**config.mk**
```make
export PLATFORM = sky130hd
export DESIGN_NAME = ptvs_lane
export DESIGN_NICKNAME = d
export VERILOG_FILES = /design/src/hdl/ptvs_pkg.sv /design/src/hdl/ptvs_div.sv /design/src/hdl/ptvs_lane.sv
export VERILOG_INCLUDE_DIRS = /design/src /design/src/hdl
export SDC_FILE = /design/constraint.sdc
export NUM_CORES = 2
export LEC_CHECK = 0
export BUFFER_PORTS_ARGS = -buffer_cell sky130_fd_sc_hd__clkbuf_2
export CORE_MARGIN = 3
export CORE_UTILIZATION = 58
export DETAILED_ROUTE_END_ITERATION = 10
export PLACE_DENSITY = 0.74
export SLEW_MARGIN = 5
export SYNTH_ARGS = -nofsm -noshare
export SYNTH_HDL_FRONTEND = slang
export SYNTH_SLANG_ARGS = --single-unit
export TNS_END_PERCENT = 10
```
**constraint.sdc**
```tcl
create_clock -name clk -period 6 [get_ports clk]
set_input_delay 0.9 -clock clk [delete_from_list [all_inputs] [get_ports clk]]
set_output_delay 0.9 -clock clk [all_outputs]
set_load 0.02 [all_outputs]
```
**src/hdl/assert_macros.svh**
```systemverilog
// ----------------------------------------------------------------------------
// assert_macros.svh
// Assertion macros shared by the RTL; compiled out with ASSERT_OFF.
// ----------------------------------------------------------------------------
`ifndef ASSERT_MACROS_SVH
`define ASSERT_MACROS_SVH

`ifndef ASSERT_OFF

// property holds at every rising edge outside reset
`define ASSERT_CLK(lbl, clk, rstn, prop) \
	lbl: assert property (@(posedge clk) disable iff (!rstn) prop) \
		else $error("assertion failed");

// expression never true outside reset
`define ASSERT_NEVER(lbl, clk, rstn, expr) \
	lbl: assert property (@(posedge clk) disable iff (!rstn) !(expr)) \
		else $error("forbidden condition seen");

`else

`define ASSERT_CLK(lbl, clk, rstn, prop)
`define ASSERT_NEVER(lbl, clk, rstn, expr)

`endif

`endif

```
**src/hdl/ptvs_pkg.sv**
```systemverilog
// ----------------------------------------------------------------------------
// ptvs_pkg
// Shared widths, constants and lane control type for the velocity smoother.
// ----------------------------------------------------------------------------
`timescale 1ns / 1ps
`default_nettype none

package ptvs_pkg;

	localparam int POS_W        = 32;
	localparam int STAMP_W      = 32;
	localparam int CFG_W        = 20;
	localparam int N_AXES       = 3;
	localparam int AVG_TAPS_DEF = 5;

	// quotient/numerator width of the divider, even for the radix-4 step
	localparam int NUM_W = 54;
	localparam int DEN_W = 32;

	localparam logic [CFG_W-1:0] MIN_STEP_RESET = CFG_W'(10000);
	localparam logic [CFG_W-1:0] US_PER_S       = CFG_W'(1000000);

	typedef struct packed {
		logic start;
		logic prime;
	} lane_ctl_t;

endpackage

`default_nettype wire

```
**src/hdl/ptvs_div.sv**
```systemverilog
// ----------------------------------------------------------------------------
// ptvs_div
// Unsigned restoring divider, two quotient bits per cycle, rounds half up.
// ----------------------------------------------------------------------------
`timescale 1ns / 1ps
`default_nettype none
`include "assert_macros.svh"

module ptvs_div #(
	parameter int NW          = ptvs_pkg::NUM_W,
	parameter int DW          = ptvs_pkg::DEN_W,
	parameter int SHORT_STEPS = 18
) (
	input  wire           clk,
	input  wire           arst_n,
	input  wire           start,
	input  wire           short_sel,
	input  wire  [NW-1:0] num,
	input  wire  [DW-1:0] den,
	output logic          done,
	output logic [NW-1:0] quo
);
	import ptvs_pkg::*;

	localparam int CW = $clog2(NW / 2 + 1);

	logic [NW-1:0] num_q;
	logic [NW-1:0] quo_q;
	logic [DW-1:0] rem_q;
	logic [DW-1:0] den_q;
	logic [CW-1:0] cnt_q;
	logic          done_q;

	logic [NW-1:0] load_c;
	logic [NW-1:0] num_c;
	logic [NW-1:0] quo_c;
	logic [DW-1:0] rem_c;

	assign load_c = num + NW'(den >> 1);

	always_comb begin
		logic [DW:0] t;
		num_c = num_q;
		quo_c = quo_q;
		rem_c = rem_q;
		for (int i = 0; i < 2; i++) begin
			t     = {rem_c, num_c[NW-1]};
			num_c = {num_c[NW-2:0], 1'b0};
			if (t >= {1'b0, den_q}) begin
				t     = t - {1'b0, den_q};
				quo_c = {quo_c[NW-2:0], 1'b1};
			end else begin
				quo_c = {quo_c[NW-2:0], 1'b0};
			end
			rem_c = t[DW-1:0];
		end
	end

	always_ff @(posedge clk or negedge arst_n) begin
		if (!arst_n) begin
			num_q  <= '0;
			quo_q  <= '0;
			rem_q  <= '0;
			den_q  <= '0;
			cnt_q  <= '0;
			done_q <= 1'b0;
		end else begin
			done_q <= 1'b0;
			if (start) begin
				den_q <= den;
				rem_q <= '0;
				quo_q <= '0;
				if (short_sel) begin
					num_q <= load_c << (NW - 2 * SHORT_STEPS);
					cnt_q <= CW'(SHORT_STEPS);
				end else begin
					num_q <= load_c;
					cnt_q <= CW'(NW / 2);
				end
			end else if (cnt_q != '0) begin
				num_q <= num_c;
				quo_q <= quo_c;
				rem_q <= rem_c;
				cnt_q <= cnt_q - 1'b1;
				if (cnt_q == CW'(1))
					done_q <= 1'b1;
			end
		end
	end

	assign done = done_q;
	assign quo  = quo_q;

	`ASSERT_CLK(a_start_idle, clk, arst_n, start |-> cnt_q == '0)
	`ASSERT_CLK(a_done_idle, clk, arst_n, done_q |-> cnt_q == '0)
	`ASSERT_CLK(a_done_after_step, clk, arst_n, $rose(done_q) |-> $past(cnt_q) == CW'(1))

endmodule

`default_nettype wire

```
**src/hdl/ptvs_lane.sv**
```systemverilog
// ----------------------------------------------------------------------------
// ptvs_lane
// One axis: difference, scale to per-second, divide by step, box filter.
// ----------------------------------------------------------------------------
`timescale 1ns / 1ps
`default_nettype none

module ptvs_lane #(
	parameter int AVG_TAPS = ptvs_pkg::AVG_TAPS_DEF
) (
	input  wire                                clk,
	input  wire                                arst_n,
	input  ptvs_pkg::lane_ctl_t                ctl,
	input  wire signed [ptvs_pkg::POS_W-1:0]   pos,
	input  wire signed [ptvs_pkg::POS_W-1:0]   prev,
	input  wire        [ptvs_pkg::DEN_W-1:0]   den,
	output logic                               done,
	output logic signed [ptvs_pkg::POS_W-1:0]  vel
);
	import ptvs_pkg::*;

	localparam int HIST_LEN    = AVG_TAPS - 1;
	localparam int SUMW        = POS_W + $clog2(AVG_TAPS);
	localparam int SHORT_STEPS = (SUMW + 1) / 2;
	localparam int DIFF_W      = POS_W + 1;

	typedef enum logic [2:0] {
		L_IDLE,
		L_MUL,
		L_DIV1,
		L_SUM,
		L_DIV2
	} lane_state_t;

	lane_state_t state_q;

	logic [DIFF_W-1:0]       mag_s1;
	logic                    neg_s1;
	logic signed [POS_W-1:0] raw_s3;
	logic                    neg_s4;
	logic signed [POS_W-1:0] hist_q [HIST_LEN];
	logic signed [SUMW-1:0]  hist_sum_q;
	logic signed [POS_W-1:0] vel_q;
	logic                    done_q;

	logic [NUM_W-1:0] div_num_q;
	logic [DEN_W-1:0] div_den_q;
	logic             div_start_q;
	logic             div_short_q;
	logic             div_done;
	logic [NUM_W-1:0] div_quo;

	logic signed [DIFF_W-1:0] diff_c;
	logic signed [POS_W-1:0]  sat_c;
	logic signed [SUMW-1:0]   raw_ext_c;
	logic signed [SUMW-1:0]   old_ext_c;
	logic signed [SUMW-1:0]   sum_c;
	logic [SUMW-1:0]          sum_mag_c;
	logic [POS_W-1:0]         avg_c;

	assign diff_c = {pos[POS_W-1], pos} - {prev[POS_W-1], prev};

	// saturate the rounded magnitude to the signed field
	always_comb begin
		if (neg_s1) begin
			if (div_quo[NUM_W-1:POS_W] != '0
					|| (div_quo[POS_W-1] && div_quo[POS_W-2:0] != '0))
				sat_c = {1'b1, {(POS_W-1){1'b0}}};
			else
				sat_c = -$signed(div_quo[POS_W-1:0]);
		end else begin
			if (div_quo[NUM_W-1:POS_W-1] != '0)
				sat_c = {1'b0, {(POS_W-1){1'b1}}};
			else
				sat_c = $signed(div_quo[POS_W-1:0]);
		end
	end

	assign raw_ext_c = {{(SUMW-POS_W){raw_s3[POS_W-1]}}, raw_s3};
	assign old_ext_c = {{(SUMW-POS_W){hist_q[HIST_LEN-1][POS_W-1]}}, hist_q[HIST_LEN-1]};
	assign sum_c     = raw_ext_c + hist_sum_q;
	assign sum_mag_c = sum_c[SUMW-1] ? SUMW'(-sum_c) : SUMW'(sum_c);
	assign avg_c     = div_quo[POS_W-1:0];

	always_ff @(posedge clk or negedge arst_n) begin
		if (!arst_n) begin
			state_q     <= L_IDLE;
			mag_s1      <= '0;
			neg_s1      <= 1'b0;
			raw_s3      <= '0;
			neg_s4      <= 1'b0;
			hist_sum_q  <= '0;
			vel_q       <= '0;
			done_q      <= 1'b0;
			div_num_q   <= '0;
			div_den_q   <= '0;
			div_start_q <= 1'b0;
			div_short_q <= 1'b0;
			for (int k = 0; k < HIST_LEN; k++)
				hist_q[k] <= '0;
		end else begin
			done_q      <= 1'b0;
			div_start_q <= 1'b0;
			unique case (state_q)
				L_IDLE: begin
					if (ctl.prime) begin
						hist_sum_q <= '0;
						for (int k = 0; k < HIST_LEN; k++)
							hist_q[k] <= '0;
					end
					if (ctl.start) begin
						neg_s1  <= diff_c[DIFF_W-1];
						mag_s1  <= diff_c[DIFF_W-1] ? DIFF_W'(-diff_c) : DIFF_W'(diff_c);
						state_q <= L_MUL;
					end
				end
				L_MUL: begin
					div_num_q   <= NUM_W'(mag_s1) * NUM_W'(US_PER_S);
					div_den_q   <= den;
					div_short_q <= 1'b0;
					div_start_q <= 1'b1;
					state_q     <= L_DIV1;
				end
				L_DIV1: begin
					if (div_done) begin
						raw_s3  <= sat_c;
						state_q <= L_SUM;
					end
				end
				L_SUM: begin
					neg_s4      <= sum_c[SUMW-1];
					div_num_q   <= NUM_W'(sum_mag_c);
					div_den_q   <= DEN_W'(AVG_TAPS);
					div_short_q <= 1'b1;
					div_start_q <= 1'b1;
					hist_sum_q  <= hist_sum_q + raw_ext_c - old_ext_c;
					for (int k = HIST_LEN - 1; k > 0; k--)
						hist_q[k] <= hist_q[k-1];
					hist_q[0]   <= raw_s3;
					state_q     <= L_DIV2;
				end
				L_DIV2: begin
					if (div_done) begin
						vel_q   <= neg_s4 ? -$signed(avg_c) : $signed(avg_c);
						done_q  <= 1'b1;
						state_q <= L_IDLE;
					end
				end
				default: state_q <= L_IDLE;
			endcase
		end
	end

	ptvs_div #(
		.NW          (NUM_W),
		.DW          (DEN_W),
		.SHORT_STEPS (SHORT_STEPS)
	) u_div (
		.clk       (clk),
		.arst_n    (arst_n),
		.start     (div_start_q),
		.short_sel (div_short_q),
		.num       (div_num_q),
		.den       (div_den_q),
		.done      (div_done),
		.quo       (div_quo)
	);

	assign done = done_q;
	assign vel  = vel_q;

endmodule

`default_nettype wire

```
## Yosys cells after proc, flatten, opt, wreduce, memory -nomap -nowiden

Cells that the tools add are included.

| operators by class | value |
|---|---|
| multipliers | 1 |
| reductions and logical operators | 16 |
| eq/ne operators | 9 |
| add/subtract/negate cells | 10 |
| muxes and demuxes | 37 |
| magnitude comparators | 2 |

Operator list:

| cell | count |
|---|---|
| two-way mux 54 bit | 5 |
| two-way mux 32 bit | 8 |
| one-hot mux 128 bit (2 select lines) | 1 |
| two-way mux 128 bit | 1 |
| one-hot mux 54 bit (2 select lines) | 1 |
| two-way mux 35 bit | 2 |
| one-hot mux 35 bit (2 select lines) | 1 |
| >= comparator 33 x 32 -> 1 bit | 2 |
| one-hot mux 32 bit (2 select lines) | 1 |
| subtractor 32 bit | 2 |
| adder 54 x 31 -> 54 bit | 1 |
| multiplier 33 x 14 -> 47 bit, second input constant | 1 |
| adder 35 x 32 -> 35 bit | 1 |
| negation 35 bit | 1 |
| subtractor 35 x 32 -> 35 bit | 1 |
| two-way mux 33 bit | 1 |
| negation 33 bit | 1 |
| subtractor 32 x 32 -> 33 bit | 1 |
| negation 32 bit | 1 |
| nonzero test 31 bit | 1 |
| nonzero test 23 bit | 1 |
| nonzero test 22 bit | 1 |
| one-hot mux 3 bit (5 select lines) | 1 |
| two-way mux 5 bit | 2 |
| 19 further kinds | 36 |

| storage, ports and cells | value |
|---|---|
| output and inout port bits | 33 |
| register bits | 532 |

## Logic depth before layout (Yosys ltp)

| logic depth | value |
|---|---|
| depth after elaboration | 6 |
| gate-level depth with buffers | 28 |
| mapped depth without buffers | 24 |

## By module

A second synthesis with hierarchy kept.

| unflattened totals | value |
|---|---|
| cells, all modules | 4800 |
| area, all modules | 42022.8 um^2 |

By module, submodules not included:

| module | times used | area an instance (um^2) | cells each |
|---|---|---|---|
| ptvs_lane | 1 | 28439.8 | 3129 |
| ptvs_div | 1 | 13583.0 | 1671 |

## Worst setup path after synthesis

Ideal clock, no wire load.

| path | value |
|---|---|
| kind | flip-flop to flip-flop |
| start | register mag_s1[18] |
| end | register div_num_q[51] |
| arrival | 6124 ps |
| setup time | 136 ps |
| path buffers | 0 |
| required time | 5864 ps |
| path slack | -260 ps |
| stages on the path, launching flop included | 22 |
| cells stage by stage | dfrtp_1 > inv_1 > fa_1 > fa_1 > inv_1 > fa_1 > fa_1 > ha_1 > inv_1 > fa_1 > inv_1 > ha_1 > a21o_1 > a21o_1 > a21oi_1 > o22ai_1 > or4b_2 > o21ai_0 > nor3_1 > o41ai_1 > mux2i_1 > o211ai_1 |

| on the way | value |
|---|---|
| word-level cells in the longest chain between the ends | 2 |

Ends and longest elaborated chain:

| what | RTL line | source |
|---|---|---|
| start: declaration | ptvs_lane.sv:37 | `logic [DIFF_W-1:0] mag_s1;` |
| start signal: assignment | ptvs_lane.sv:113 | `mag_s1 <= diff_c[DIFF_W-1] ? DIFF_W'(-diff_c) : DIFF_W'(diff_c);` |
| multiplier 33 x 14 -> 47 bit | ptvs_lane.sv:118 | `div_num_q <= NUM_W'(mag_s1) * NUM_W'(US_PER_S);` |
| one-hot mux 54 bit (2 select lines) | ptvs_lane.sv:104 | `unique case (state_q)` |
| end signal: assignment | ptvs_lane.sv:118 |  |
| end signal: assignment | ptvs_lane.sv:132 | `div_num_q <= NUM_W'(sum_mag_c);` |
| end: declaration | ptvs_lane.sv:46 | `logic [NUM_W-1:0] div_num_q;` |

No other way between the ends. The select of a mux whose other input is x is not followed.
A chain may end at the register's enable or synchronous reset.

## Final worst setup path

Ends and elaborated chain as after synthesis.

==> impl_metrics.tcl <==
set metrics [dict create \
    status "finished clean" \
    coreArea_um2 70800 \
    synth.yosys.seq_area_share 0.317 \
    start_kind "flop" \
    rows 97 \
    dieHeight_um 275 \
    syn_inst 4752 \
    drt-wirelength-per-cell_um 18.4 \
    cts_made_buffers 56 \
    synth-main-ff-cell "dfrtp_1" \
    initialDrtViolationCount 3124 \
    grt.total_usage 0.287 \
    globalRouteMet3Util 0.0349 \
    syn_area_um2 41900 \
    io_pins 133 \
    fmax_mhz 169 \
    hold_violations 0 \
    critPathArrivalTime_ps 6360 \
    synth_edf_count 0 \
    worst_hold_path_type "input pin to async pin" \
    synthToLayoutAreaGrowth_pct 12.6 \
    finalCritPeriodShare 0.983 \
    dpl.hpwl_um 81000 \
    synth_area_leader_cell "dfrtp_1" \
    fin_worst_skew_ps 63.3 \
    ys_async_sr_fraction 1.00 \
    cp-end-kind "flop" \
    syn_nets 5355 \
    cts-root-buf "clkbuf_16" \
    cts.path.max_buffers 3 \
    cts.sinks 531 \
    drcViolationCount 0 \
    max_slew_margin 0.175 \
    fin_cells 5941 \
    place_congestion 0.954 \
    hold_buffers 0 \
    cp_data_required_time_ps 6460 \
    grt_pass1_vias 34100 \
    post-route-cell-area_um2 47200 \
    ant_nets 0 \
    io_buffer_count 132 \
    busiest_layer "met2" \
    ys_ff_latch 531 \
    met2_usage 0.462 \
    drv_slew 0 \
    yosysWarnings 0 \
    die_area_um2 75500 \
    timing.final.crit_period_ps 5900 \
    ys_types 95 \
    diodes 0 \
    start_util 0.592 \
    cts.clk_slew.worst_paths_ps 70 \
    synth_most_common_cell "nand2_1" \
    netlist_top_cells_area "dfrtp_1 (32%), ha_1 (11%), fa_1 (7.0%)" \
    postRouteWirelength_um 109000 \
    path_class "flop to flop" \
    postSynthAreaPerCell_um2 8.82 \
    drive_above_1_share 0.124 \
    cts_tree "yes" \
    vias_per_cell 5.99 \
    final_util 0.667 \
    grt_use_met1 0.410 \
    placed_area_um2 44900 \
    fin_nets 5561 \
    dr_total_vias 35600 \
    critPathMaxFanout 3 \
    htree_levels 2 \
    netlist_top_cells_count "nand2_1 (545), dfrtp_1 (531), inv_1 (372)" \
    antenna_found_initial 0 \
    grt_start_max_net_pins 201 \
    grt-ovfl-total 0 \
    dpl.cell_count 5836 \
    setup_viol 0 \
    fp.dieW_um 275 \
    drtPass1Iterations 6 \
    insertion_delay_ps 660 \
    rsz0062_at_grt "yes" \
    grt_pass1_wl_um 178000 \
    synth_top_area_frac 0.317 \
    worst_pin_slew_ps 1230 \
    maxCapViolations 0 \
]
==> stage by stage <==
step / setup TNS [ps] / setup WS [ps] / hold slack, ps
2_1_floorplan: -45.4 / -45.4 / 433
3_3_place_gp: -19.8 / -19.8 / 466
3_5_place_dp: -223 / -75.3 / 476
4_1_cts: -37.7 / -22.1 / 269
5_1_grt: -500 / -107 / 300
6_report: 0 / 99.4 / 244
==> critical path, cell delays in order, from the launching register on <==
cell and delay [ps]:
dfrtp_1 390, inv_2 80, fa_1 440, fa_1 540, inv_1 50, fa_1 500, fa_1 430, ha_1 290
inv_1 50, fa_1 490, inv_1 40, ha_1 280, a21o_1 160, a21o_1 190, a21oi_2 180, o22ai_2 100
or4b_4 560, o21ai_4 210, nor3_4 60, o41ai_2 360, mux2i_1 230, o211ai_1 100
==> cell families after synthesis <==
| logic type | after synthesis | synth area share |
|---|---|---|
| AO/OA/AOI/OAI | 1385 | 0.218 |
| AND/OR/NAND/NOR | 1345 | 0.152 |
| buffers and inverters | 610 | 0.0552 |
| flip-flops | 531 | 0.317 |
| adder cells (fa/ha/maj) | 503 | 0.176 |
| XOR/XNOR | 308 | 0.0644 |
| multiplexers | 70 | 0.0170 |
==> path summary, 6_finish.rpt <==
check / cells past startpoint / to / slack, ps / start
worst min register to register: 2 / hist_sum_q[3] / 490 / hist_sum_q[3]
worst min-delay path: 1 / u_div.quo[16] / 240 / arst_n
worst max register to register: 21 / div_num_q[51] / 100 / mag_s1[18]
min in group clk: 3 / div_den_q[7] / 480 / den[7]
max in group asynchronous: 2 / div_start_q / 4250 / arst_n
worst max-delay path: 21 / div_num_q[51] / 100 / mag_s1[18]
==> placed cells by master, fill, tap and decap left out, drive strengths merged, types with 116 or more instances in the layout <==
| cell type | instances |
|---|---|
| dfrtp | 531 |
| xnor2 | 167 |
| o21ai | 330 |
| a22o | 132 |
| xor2 | 141 |
| ha | 357 |
| a21o | 116 |
| a21oi | 349 |
| fa | 146 |
| inv | 374 |
| nand2 | 545 |
| nor2 | 278 |
| buf | 253 |
| clkbuf | 209 |
==> registers in the layout, indices dropped and copies added, names as in the netlist, 3 cells and up <==
name,cells
u_div.rem_q,32
state_q,3
raw_s3,32
vel,32
u_div.num_q,54
div_num_q,53
hist_q,128
u_div.quo,54
div_den_q,32
u_div.den_q,32
hist_sum_q,35
mag_s1,33
u_div.cnt_q,5
==> area by class of cell <==
type / instances / area, um2
flip-flops and latches: 531 / 13300
fillers: 5753 / 23600
inverters: 374 / 1400
clock buffers: 78 / 1590
clock inverters: 23 / 387
repair buffers: 384 / 2670
multi-input cells: 3611 / 26700
well taps: 940 / 1180
==> layer usage <==
layer,up-vias,wire (um)
met5,-,0
met4,0,3250
met3,191,6740
met2,1082,49400
met1,17100,50000
li1,17200,-
==> repair_timing <==
action / CTS / global route
endpoints found under the setup margin: 8 / 50
setup buffers: 0 / 4
gates resized for setup: 11 / 72
pin swaps: 5 / 62
Power is not shown: default switching activity piles up to over one toggle a cycle in this logic, so the estimate is an artifact.
